### config.mk
export PLATFORM = sky130hd
export DESIGN_NAME = scoped_symbol_table
export DESIGN_NICKNAME = d
export VERILOG_FILES = /design/src/hw/rtl/sst_pkg.sv /design/src/hw/rtl/sst_ctrl.sv /design/src/hw/rtl/sst_dpath.sv /design/src/hw/rtl/scoped_symbol_table.sv
export SDC_FILE = /design/constraint.sdc
export NUM_CORES = 2
export LEC_CHECK = 0
export BUFFER_PORTS_ARGS = -buffer_cell sky130_fd_sc_hd__buf_2
export CAP_MARGIN = 20
export CORE_MARGIN = 8
export CORE_UTILIZATION = 45
export CTS_CLUSTER_SIZE = 8
export DETAILED_ROUTE_END_ITERATION = 16
export PLACE_DENSITY_LB_ADDON = 0.25
export SLEW_MARGIN = 20
export SYNTH_ARGS = -nofsm -noshare
export SYNTH_HDL_FRONTEND = slang
export SYNTH_MEMORY_MAX_BITS = 65536
export SYNTH_SLANG_ARGS = --single-unit
### constraint.sdc
create_clock -name clock -period 7.59 [get_ports clock]
set_clock_uncertainty 0.05 [all_clocks]
set_input_delay 1.518 -clock clock [delete_from_list [all_inputs] [get_ports clock]]
set_output_delay 1.518 -clock clock [all_outputs]
set_load 0.02 [all_outputs]
### src/hw/rtl/sst_pkg.sv
// Package for the scoped symbol table: request and status codes, default sizes,
// stream widths and the controller/datapath command and status structs.
// No dependencies.
`timescale 1ns / 1ps
`default_nettype none

package sst_pkg;

   localparam int SST_SLOTS     = 64;
   localparam int SST_MAX_DEPTH = 15;

   localparam int KEY_W         = 32;
   localparam int VAL_W         = 32;
   localparam int REQ_TDATA_W   = 64;
   localparam int REQ_TUSER_W   = 2;
   localparam int RSP_TDATA_W   = 40;
   localparam int STATUS_W      = 3;

   typedef enum logic [1:0] {
      REQ_OPEN   = 2'd0,
      REQ_CLOSE  = 2'd1,
      REQ_DEFINE = 2'd2,
      REQ_LOOKUP = 2'd3
   } sst_req_type;

   typedef enum logic [2:0] {
      ST_OK        = 3'd0,
      ST_DEFINED   = 3'd1,
      ST_UNDEFINED = 3'd2,
      ST_FULL      = 3'd3,
      ST_DEPTH     = 3'd4
   } sst_status_type;

   typedef struct packed {
      logic load;
      logic scan_rd;
      logic finish;
   } sst_cmd_type;

   typedef struct packed {
      logic need_scan;
      logic last_rd;
   } sst_stat_type;

endpackage

`default_nettype wire

### src/hw/rtl/sst_ctrl.sv
// Controller for the scoped symbol table: request handshake, slot scan sequencing
// and the response valid flag. Depends on sst_pkg.
`timescale 1ns / 1ps
`default_nettype none

module sst_ctrl (
   input  wire                   clock,
   input  wire                   reset,
   input  wire                   req_tvalid,
   output logic                  req_tready,
   output logic                  rsp_tvalid,
   input  wire                   rsp_tready,
   output sst_pkg::sst_cmd_type  cmd,
   input  sst_pkg::sst_stat_type stat
);
   import sst_pkg::*;

   typedef enum logic [1:0] {
      S_IDLE,
      S_SCAN,
      S_DRAIN,
      S_FINISH
   } state_type;

   state_type state_ff;
   logic      rsp_valid_ff;
   logic      accept;
   logic      out_free;

   assign req_tready  = (state_ff == S_IDLE);
   assign rsp_tvalid  = rsp_valid_ff;
   assign accept      = req_tvalid && req_tready;
   assign out_free    = !rsp_valid_ff || rsp_tready;

   assign cmd.load    = accept;
   assign cmd.scan_rd = (state_ff == S_SCAN);
   assign cmd.finish  = (state_ff == S_FINISH) && out_free;

   always_ff @(posedge clock) begin
      if (reset) begin
         state_ff     <= S_IDLE;
         rsp_valid_ff <= 1'b0;
      end else begin
         if (cmd.finish) begin
            rsp_valid_ff <= 1'b1;
         end else if (rsp_tready) begin
            rsp_valid_ff <= 1'b0;
         end
         case (state_ff)
            S_IDLE: begin
               if (accept) begin
                  state_ff <= stat.need_scan ? S_SCAN : S_FINISH;
               end
            end
            S_SCAN: begin
               if (stat.last_rd) begin
                  state_ff <= S_DRAIN;
               end
            end
            S_DRAIN: begin
               state_ff <= S_FINISH;
            end
            S_FINISH: begin
               if (out_free) begin
                  state_ff <= S_IDLE;
               end
            end
            default: begin
               state_ff <= S_IDLE;
            end
         endcase
      end
   end

`ifndef SYNTHESIS
   a_busy_after_accept: assert property (@(posedge clock) disable iff (reset)
      accept |=> !req_tready)
      else $error("request accepted while busy");

   a_finish_shows_rsp: assert property (@(posedge clock) disable iff (reset)
      cmd.finish |=> rsp_tvalid)
      else $error("finished request produced no response");

   a_scan_stops: assert property (@(posedge clock) disable iff (reset)
      (cmd.scan_rd && stat.last_rd) |=> !cmd.scan_rd)
      else $error("slot scan ran past the last slot");
`endif

endmodule

`default_nettype wire

### src/hw/rtl/sst_dpath.sv
// Datapath for the scoped symbol table: slot memory, fill mark, scope depth,
// shared key comparator and response registers. Depends on sst_pkg.
`timescale 1ns / 1ps
`default_nettype none

module sst_dpath #(
   parameter int SLOTS     = sst_pkg::SST_SLOTS,
   parameter int MAX_DEPTH = sst_pkg::SST_MAX_DEPTH
) (
   input  wire                           clock,
   input  wire                           reset,
   input  wire  [1:0]                    req_type,
   input  wire  [sst_pkg::KEY_W-1:0]     req_key,
   input  wire  [sst_pkg::VAL_W-1:0]     req_bind_value,
   input  sst_pkg::sst_cmd_type          cmd,
   output sst_pkg::sst_stat_type         stat,
   output logic [sst_pkg::STATUS_W-1:0]  rsp_status,
   output logic [sst_pkg::VAL_W-1:0]     rsp_found_value
);
   import sst_pkg::*;

   localparam int AW = (SLOTS > 1) ? $clog2(SLOTS) : 1;
   localparam int HW = $clog2(SLOTS + 1);
   localparam int LW = (MAX_DEPTH > 1) ? $clog2(MAX_DEPTH + 1) : 1;

   typedef struct packed {
      logic          vld;
      logic [LW-1:0] lvl;
      logic [KEY_W-1:0] key;
      logic [VAL_W-1:0] val;
   } word_type;

   word_type         mem [SLOTS];

   sst_req_type      type_ff;
   logic [KEY_W-1:0] key_ff;
   logic [VAL_W-1:0] val_ff;
   logic [LW-1:0]    depth_ff;
   logic [HW-1:0]    hwm_ff;
   logic [AW-1:0]    addr_ff;
   word_type         rd_word_ff;
   logic [AW-1:0]    rd_idx_ff;
   logic             rd_vld_ff;
   logic             hit_ff;
   logic             dup_ff;
   logic             free_ff;
   logic [LW-1:0]    best_lvl_ff;
   logic [VAL_W-1:0] best_val_ff;
   logic [AW-1:0]    free_idx_ff;
   sst_status_type   rsp_status_ff;
   logic [VAL_W-1:0] rsp_found_ff;

   logic             ent_valid;
   logic             key_hit;
   logic             lvl_here;
   logic             wr_en;
   logic [AW-1:0]    wr_addr;
   word_type         wr_word;
   logic             def_write;
   logic [HW-1:0]    free_next;

   assign stat.need_scan = !((sst_req_type'(req_type) == REQ_OPEN) ||
                             ((sst_req_type'(req_type) == REQ_CLOSE) && (depth_ff == '0)));
   assign stat.last_rd   = (addr_ff == AW'(SLOTS - 1));

   assign ent_valid = rd_vld_ff && rd_word_ff.vld && (HW'(rd_idx_ff) < hwm_ff);
   assign key_hit   = ent_valid && (rd_word_ff.key == key_ff);
   assign lvl_here  = (rd_word_ff.lvl == depth_ff);

   assign def_write = cmd.finish && (type_ff == REQ_DEFINE) && !dup_ff && free_ff;
   assign free_next = HW'(free_idx_ff) + HW'(1);

   always_comb begin
      wr_en   = 1'b0;
      wr_addr = rd_idx_ff;
      wr_word = rd_word_ff;
      if (def_write) begin
         wr_en       = 1'b1;
         wr_addr     = free_idx_ff;
         wr_word.vld = 1'b1;
         wr_word.lvl = depth_ff;
         wr_word.key = key_ff;
         wr_word.val = val_ff;
      end else if ((type_ff == REQ_CLOSE) && ent_valid && lvl_here) begin
         wr_en       = 1'b1;
         wr_word.vld = 1'b0;
      end
   end

   always_ff @(posedge clock) begin
      if (wr_en) begin
         mem[wr_addr] <= wr_word;
      end
   end

   always_ff @(posedge clock) begin
      if (cmd.scan_rd) begin
         rd_word_ff <= mem[addr_ff];
         rd_idx_ff  <= addr_ff;
      end
   end

   always_ff @(posedge clock) begin
      if (cmd.load) begin
         type_ff <= sst_req_type'(req_type);
         key_ff  <= req_key;
         val_ff  <= req_bind_value;
      end
      if (key_hit && (!hit_ff || (rd_word_ff.lvl > best_lvl_ff))) begin
         best_lvl_ff <= rd_word_ff.lvl;
         best_val_ff <= rd_word_ff.val;
      end
      if (rd_vld_ff && !ent_valid && !free_ff) begin
         free_idx_ff <= rd_idx_ff;
      end
   end

   always_ff @(posedge clock) begin
      if (reset) begin
         depth_ff  <= '0;
         hwm_ff    <= '0;
         addr_ff   <= '0;
         rd_vld_ff <= 1'b0;
         hit_ff    <= 1'b0;
         dup_ff    <= 1'b0;
         free_ff   <= 1'b0;
      end else begin
         rd_vld_ff <= cmd.scan_rd;
         if (cmd.load) begin
            addr_ff <= '0;
            hit_ff  <= 1'b0;
            dup_ff  <= 1'b0;
            free_ff <= 1'b0;
         end else begin
            if (cmd.scan_rd) begin
               addr_ff <= addr_ff + AW'(1);
            end
            if (key_hit) begin
               hit_ff <= 1'b1;
            end
            if (key_hit && lvl_here) begin
               dup_ff <= 1'b1;
            end
            if (rd_vld_ff && !ent_valid) begin
               free_ff <= 1'b1;
            end
         end
         if (cmd.finish) begin
            case (type_ff)
               REQ_OPEN: begin
                  if (depth_ff != LW'(MAX_DEPTH)) begin
                     depth_ff <= depth_ff + LW'(1);
                  end
               end
               REQ_CLOSE: begin
                  if (depth_ff != '0) begin
                     depth_ff <= depth_ff - LW'(1);
                  end
               end
               default: begin
               end
            endcase
         end
         if (def_write && (free_next > hwm_ff)) begin
            hwm_ff <= free_next;
         end
      end
   end

   always_ff @(posedge clock) begin
      if (cmd.finish) begin
         case (type_ff)
            REQ_OPEN: begin
               rsp_status_ff <= (depth_ff == LW'(MAX_DEPTH)) ? ST_DEPTH : ST_OK;
               rsp_found_ff  <= '0;
            end
            REQ_CLOSE: begin
               rsp_status_ff <= ST_OK;
               rsp_found_ff  <= '0;
            end
            REQ_DEFINE: begin
               if (dup_ff) begin
                  rsp_status_ff <= ST_DEFINED;
               end else if (!free_ff) begin
                  rsp_status_ff <= ST_FULL;
               end else begin
                  rsp_status_ff <= ST_OK;
               end
               rsp_found_ff <= '0;
            end
            REQ_LOOKUP: begin
               rsp_status_ff <= hit_ff ? ST_OK : ST_UNDEFINED;
               rsp_found_ff  <= hit_ff ? best_val_ff : '0;
            end
            default: begin
               rsp_status_ff <= ST_OK;
               rsp_found_ff  <= '0;
            end
         endcase
      end
   end

   assign rsp_status      = rsp_status_ff;
   assign rsp_found_value = rsp_found_ff;

`ifndef SYNTHESIS
   a_depth_bound: assert property (@(posedge clock) disable iff (reset)
      depth_ff <= LW'(MAX_DEPTH))
      else $error("scope depth beyond limit");

   a_hwm_bound: assert property (@(posedge clock) disable iff (reset)
      hwm_ff <= HW'(SLOTS))
      else $error("fill mark beyond slot count");

   a_write_order: assert property (@(posedge clock) disable iff (reset)
      def_write |-> (!rd_vld_ff && !cmd.scan_rd))
      else $error("define write overlaps slot scan");
`endif

endmodule

`default_nettype wire

### src/hw/rtl/scoped_symbol_table.sv
// Scoped symbol table: open/close scope, define and lookup of 32-bit symbol codes
// over a level-tagged slot memory. A request that scans (define, lookup, and close
// above the global scope) reads one slot per cycle from the single read port of
// the slot memory into one shared key comparator, between its accept, drain and
// finish steps; open and close at the global scope go from accept to finish.
// A fill mark tracks the highest slot ever written, so there is no clearing pass
// after reset. A response waits in an output register while the next request is
// accepted. Depends on sst_pkg, sst_ctrl and sst_dpath.
`timescale 1ns / 1ps
`default_nettype none

module scoped_symbol_table #(
   parameter int SLOTS     = sst_pkg::SST_SLOTS,
   parameter int MAX_DEPTH = sst_pkg::SST_MAX_DEPTH
) (
   input  wire                               clock,
   input  wire                               reset,
   input  wire                               req_tvalid,
   output logic                              req_tready,
   // key [31:0], bind_value [63:32]
   input  wire  [sst_pkg::REQ_TDATA_W-1:0]   req_tdata,
   // req_type [1:0]
   input  wire  [sst_pkg::REQ_TUSER_W-1:0]   req_tuser,
   output logic                              rsp_tvalid,
   input  wire                               rsp_tready,
   // status [2:0], found_value [34:3], zero [39:35]
   output logic [sst_pkg::RSP_TDATA_W-1:0]   rsp_tdata
);
   import sst_pkg::*;

   sst_cmd_type           cmd;
   sst_stat_type          stat;
   logic [STATUS_W-1:0]   status;
   logic [VAL_W-1:0]      found_value;

   sst_ctrl u_ctrl (
      .clock      (clock),
      .reset      (reset),
      .req_tvalid (req_tvalid),
      .req_tready (req_tready),
      .rsp_tvalid (rsp_tvalid),
      .rsp_tready (rsp_tready),
      .cmd        (cmd),
      .stat       (stat)
   );

   sst_dpath #(
      .SLOTS     (SLOTS),
      .MAX_DEPTH (MAX_DEPTH)
   ) u_dpath (
      .clock           (clock),
      .reset           (reset),
      .req_type        (req_tuser[1:0]),
      .req_key         (req_tdata[KEY_W-1:0]),
      .req_bind_value  (req_tdata[KEY_W +: VAL_W]),
      .cmd             (cmd),
      .stat            (stat),
      .rsp_status      (status),
      .rsp_found_value (found_value)
   );

   assign rsp_tdata = {{(RSP_TDATA_W - STATUS_W - VAL_W){1'b0}}, found_value, status};

endmodule

`default_nettype wire
* Word-level counts from Yosys, hierarchy flattened
Memory sizes are Yosys's and may differ from the RTL's. A register that Yosys moved wholly into a read port is not among the register bits.
Cells that the tools add are included.
** Storage, ports and cells
- Memories :: 1
- Input port bits :: 70
- RAM bits :: 4416
- Register bits :: 173
** Operators by class
- Mux-type cells :: 25
- Add/sub/neg operators :: 4
- Reductions and logical operators :: 35
- Equal/unequal tests :: 17
- Order comparisons :: 3
** Memory list
- u_dpath.mem :: depth 64, bits a word 69, rd ports 1, clocked after memory_dff 1, wr ports 1, RTL line sst_dpath.sv:33 : word_type mem [SLOTS];
** Operators by type and width (number)
- $mux 68 :: 1
- $pmux 32 s2 :: 1
- $eq 32x32->1 :: 1
- $mux 32 :: 1
- $logic_and 1x1->1 :: 16
- $mux 2 :: 6
- $pmux 3 s4 :: 1
- $eq 2x2->1 const B :: 4
- $mux 1 :: 8
- $mux 4 :: 2
- $pmux 2 s4 :: 1
- $pmux 4 s2 :: 1
- $add 6x1->7 const B :: 1
- $gt 7x7->1 :: 1
- $lt 6x7->1 :: 1
- $add 6x1->6 const B :: 1
- $eq 2x1->1 const B :: 3
- $eq 6x6->1 const B :: 1
- $logic_not 2->1 :: 3
- $mux 3 :: 2
- $mux 6 :: 1
- $ne 2x2->1 const B :: 3
- $logic_not 1->1 :: 5
- $add 4x1->4 const B :: 1
- other kinds (14) :: 18

* Depth between registers and ports, before layout
- Depth in word-level cells :: 9
- Mapped depth :: 12
- Mapped depth without buffers :: 10

* Modules after synthesis
A second synthesis with hierarchy kept.
** Unflattened totals
- Cell total of the unflattened synthesis :: 7786
- Area, all modules :: 176679.4 um^2
** By module, submodules not included
- sst_dpath :: instances 1, cells each 7752, sequential area each 139573.9 um^2, area each 176377.9 um^2
- sst_ctrl :: instances 1, cells each 28, sequential area each 60.1 um^2, area each 260.2 um^2
- scoped_symbol_table :: instances 1, cells each 6, sequential area each 0.0 um^2, area each 41.3 um^2

* Worst setup path after synthesis
Ideal clock, no wire load.
- Path kind :: input -> register
- Start point :: in rsp_tready
- End point :: mem u_dpath.mem[0][0] (netlist bit), enable pin
- Data arrival time :: 5.633 ns
- Setup time :: 0.496 ns
- Data required time :: 7.044 ns
- Path slack :: 1.410 ns
- Buffers on the path :: 2
- Stages on the path :: 7
- Path through :: nor2b_1 > nand4b_1 > buf_2 > clkbuf_1 > a31oi_1 > or2_2 > nor2_1
** On the way
- Word-level cells in the longest chain between the ends :: 8
- Elaborated cells between the ends (all ways) :: 9
- Classes of those cells :: mux: 4; reduce/logical: 5
** RTL lines
- from (decl) :: RTL line scoped_symbol_table.sv:25 : input wire rsp_tready,
- $logic_or 1x1->1 (*) :: RTL line sst_ctrl.sv:33 : assign out_free = !rsp_valid_ff || rsp_tready;
- $logic_and 1x1->1 (*) :: RTL line sst_ctrl.sv:37 : assign cmd.finish = (state_ff == S_FINISH) && out_free;
- $logic_and 1x1->1 (*) (3 in a row) :: RTL line sst_dpath.sv:70 : assign def_write = cmd.finish && (type_ff == REQ_DEFINE) && !dup_ff && free_ff;
- $mux 1 :: RTL line sst_dpath.sv:77 : if (def_write) begin
- $mux 1 :: RTL line sst_dpath.sv:91 : if (wr_en) begin
- $mux 1 (not written as such) :: RTL line sst_dpath.sv:92 : mem[wr_addr] <= wr_word;
- to (decl) :: RTL line sst_dpath.sv:33
Mark *: on every way between the ends. The rest lies on a longest branch, timed or not.

* Worst setup path in the final report
- Start point :: reg u_dpath.rd_word_ff[64] (netlist name)
- End point :: mem u_dpath.mem[27][49] (netlist bit), enable pin
** On the way
- Word-level cells in the longest chain between the ends :: 6
** RTL lines
- $eq 4x4->1 :: RTL line sst_dpath.sv:68 : assign lvl_here = (rd_word_ff.lvl == depth_ff);
- $logic_and 1x1->1 :: RTL line sst_dpath.sv:84 : end else if ((type_ff == REQ_CLOSE) && ent_valid && lvl_here) begin
- $mux 1 :: RTL line sst_dpath.sv:84
- $mux 1 :: RTL line sst_dpath.sv:77
- $mux 1 :: RTL line sst_dpath.sv:91
- $mux 1 (not written as such) :: RTL line sst_dpath.sv:92
No other way between the ends.

==> results by group <==
Status
  – Run status: finished, final reports clean

Yosys
  – Area share of the largest cell type after synthesis: 0.787
  – Distinct cells, synth: 57
  – Top_reg_cell synth: edfxtp_1
  – Leading area contributor after synthesis: edfxtp_1
  – Mapped Area: between 150000 and 200000 sq um
  – Synthesis Warnings: 0
  – Number of synthesized flops with an enable pin: approximately 4600
  – Sequential-to-total area share from yosys stat: 0.789
  – #FFs+latches synth: 4658
  – Post-Synthesis Cells: approximately 7700
  – Ranking of synthesized cells by area: edfxtp_1 (79%), mux4_2 (14%), mux2i_1 (1.3%)
  – Mean post-synth cell area: between 20 and 25 sq um
  – Async set-or-reset flop fraction in the synthesized netlist: 0

Die
  – Rows: between 200 and 250
  – Core area: around 390000 sq um
  – I/O pin total: 112
  – Starting Density: 0.451
  – Die span in x: 643 um
  – Area of the die: roughly 410000 sq um
  – Die H: 643 um

Clock network
  – CTS tree: done
  – Clock Path Buffers: 4
  – Post-CTS sizing: 0
  – # Post-CTS Setup Buffers: 0
  – Later-pin clock latency in the skew report: roughly 1000 ps
  – TritonCTS Buffers: between 600 and 700
  – # hold bufs at CTS: 0
  – CTS H-Tree Depth: 6
  – Reg clk slew, reported paths: 50 ps
  – CTS Root Buffer Type: clkbuf_16
  – Clock Sinks: about 4700

GRT
  – Grt ovf: 0
  – Vias in the first global route: between 80000 and 90000
  – GRT Util Overall: 0.235
  – Initial antenna violation count: 16
  – Largest net degree at the start of global routing: roughly 120
  – Global-route wire length before repair: about 690000 um

Route
  – Post-route ant nets: 0
  – Drt first-iter violations: between 10000 and 15000
  – Wire length per cell: between 30 and 40 um
  – Total wire length: between 400000 and 500000 um
  – DRT Pass-1 Iters: 6
  – Via count of the routed design: 86500
  – Remaining DRCs: 0
  – Vias per cell: about 6.3

STA
  – RSZ-0062 raised after global routing: false
  – Slew margin rel.: 0.168
  – Final setup vio count: 0
  – Setup TNS Final: 0 ps
  – Fmax: 214 MHz
  – Final Critical Period: between 4000 and 5000 ps
  – Max Slew Vio Count: 0
  – Final Hold Fails: 0
  – Worst slew pin tran: roughly 1200 ps
  – Final Cycle Share: 0.615

Final layout
  – Area delta synth->final: 15.1%
  – Nets@finish: approximately 8400
  – Layout cells sized above 1: 0.287

Worst setup path
  – Worst EP arrival: approximately 5300 ps
  – Critical Path Source Type: flip-flop
  – Worst R2R Setup Slack: 2920 ps
  – CP Data Required Time: 8180 ps
  – R2R Path End: u_dpath.mem[27][49]
  – FF-to-FF Start: u_dpath.rd_word_ff[64]
  – WS Path Type: reg2reg
  – Largest fanout on the critical path: 21
  – CP Capture Type: flip-flop
  – Worst-case reg-to-reg path depth: 9

Power
  – Worst vdd ir: 0.248 mV
  – Power density over the cells: between 300 and 400 nW/um^2
  – Static Leak: ~62 nW
  – Total power: about 65 mW

Run
  – Max-cap viol count: 0

Worst hold path
  – Hold path cells: 0
  – HP Class: reg2reg
  – Hold EP: u_dpath.best_val_ff[22]
  – HP Start: u_dpath.rd_word_ff[22]

Placement
  – RePlAce Congestion: approximately 0.84
  – I/O Buffers: about 110
  – Placed wire-length estimate: 280000 um
Yosys cell counts (all sizes together) (5+ instances only):
library cell,count
edfxtp,4634
mux4,1101
mux2i,235
buf,226
a22oi,221
a21oi,189
clkbuf,189
nor2,135
nand2,110
o21ai,96
o221ai,91
mux2,83
xnor2,39
and2,35
o211ai,34
inv,28
dfxtp,24
ha,24
or2,20
a211o,18
nor2b,17
nand3,16
a31oi,12
nand4,12
nor3,9
a211oi,8
xor2,8
o22ai,7
nand2b,6
nor3b,5
nor4,5
area by class of cell:
| type | instances | area [sq um] |
|---|---|---|
| Multi-Input combinational cell | 2570 | 36000 |
| Sequential cell | 4658 | 140000 |
| Fill cell | 29800 | 188000 |
| Tap cell | 5220 | 6530 |
| Inverter | 28 | 113 |
| Antenna cell | 14 | 35.0 |
| Timing Repair Buffer | 387 | 3430 |
| Clock inverter | 57 | 1040 |
| Clock buffer | 722 | 16700 |
report_power, final:
group          switching (mW)  internal, mW  total [mW]  leakage (nW)
sequential              0.293          30.7        31.0          41.9
combinational            5.39          3.09        8.48          11.4
clock                    10.4          15.5        25.8          8.65
kinds of logic after synthesis:
group | share of synthesized area
DFF | 0.789
muxes | 0.159
AOI/OAI and AO/OA | 0.0262
buffers and inverters | 0.0116
and+or+nand+nor | 0.00988
xor gates and xnor gates | 0.00233
adders and majority gates | 0.00181
other | 0.0000212
stage by stage:
step	utilization	instances	hold slack (ps)	setup slack, ps	area (sq um)
final	0.519	13700	389	2920	204000
after global routing	0.519	13600	400	2830	204000
after CTS	0.519	13600	380	2750	203000
after detailed placement	0.474	12900	383	1650	186000
after global placement	0.473	12900	395	1670	186000
after floorplan	-	7671	356	1410	177000
registers in the layout, indices dropped and copies added, names as in the netlist:
signal,count
u_dpath.mem,4416
u_dpath.rd_word_ff,69
u_dpath.best_val_ff,32
u_dpath.key_ff,32
u_dpath.rsp_found_value,32
u_dpath.val_ff,32
u_dpath.hwm_ff,7
u_dpath.addr_ff,6
u_dpath.free_idx_ff,6
u_dpath.rd_idx_ff,6
u_dpath.best_lvl_ff,4
u_dpath.depth_ff,4
u_dpath.rsp_status,3
u_ctrl.state_ff,2
u_dpath.type_ff,2
u_ctrl.rsp_tvalid,1
u_dpath.dup_ff,1
u_dpath.free_ff,1
u_dpath.hit_ff,1
u_dpath.rd_vld_ff,1
cell usage in the layout (no fill, tap or decap), types with 16 or more instances in the layout:
master | netlist | routed
edfxtp_1 | 4634 | 4634
mux4_2 | 1101 | 1101
clkbuf_16 | 0 | 660
mux2i_1 | 235 | 235
a22oi_1 | 221 | 221
buf_4 | 43 | 218
a21oi_1 | 189 | 189
nand2_1 | 110 | 107
buf_2 | 145 | 106
o221ai_1 | 91 | 91
nor2_4 | 0 | 73
clkbuf_1 | 189 | 62
nor2_1 | 135 | 61
mux2_2 | 83 | 58
buf_12 | 0 | 57
o21ai_1 | 56 | 56
xnor2_1 | 39 | 39
o21ai_0 | 40 | 37
o211ai_1 | 34 | 34
and2_1 | 35 | 32
inv_1 | 27 | 26
mux2_4 | 0 | 25
ha_1 | 24 | 23
or2_2 | 19 | 20
a211o_1 | 18 | 18
dfxtp_1 | 24 | 18
clkinv_16 | 0 | 16
worst max-delay path by stage:
stage / from / to / slack [ps] / cells after the start
floorplan: rsp_tready / u_dpath.mem[0][0] / 1410 / 7
finish: u_dpath.rd_word_ff[64] / u_dpath.mem[27][49] / 2920 / 9
global route: u_dpath.rd_word_ff[65] / u_dpath.mem[31][49] / 2830 / 9
detailed placement: rsp_tready / u_dpath.mem[57][62] / 1650 / 9
global placement: rsp_tready / u_dpath.mem[49][12] / 1670 / 9
CTS: rsp_tready / u_dpath.mem[49][22] / 2750 / 9
critical path, stage by stage, from the launching register on:
cell      delay (ps)
edfxtp_1         460
xor2_1           170
nor4_1           830
nand3_1          250
nor4_2           260
buf_4            250
a31oi_4          120
buf_4            310
nor2_4           960
buf_4            570
metal layers:
metal  wire length (um)  up-vias  GRT usage
met3              42200      840     0.0415
li1                   -    33800          -
met4              20100        8     0.0872
met1             192000    47100      0.316
met2             244000     4741      0.386
met5                 55        -          0
Note: power is estimated with default switching activity, not from simulation.
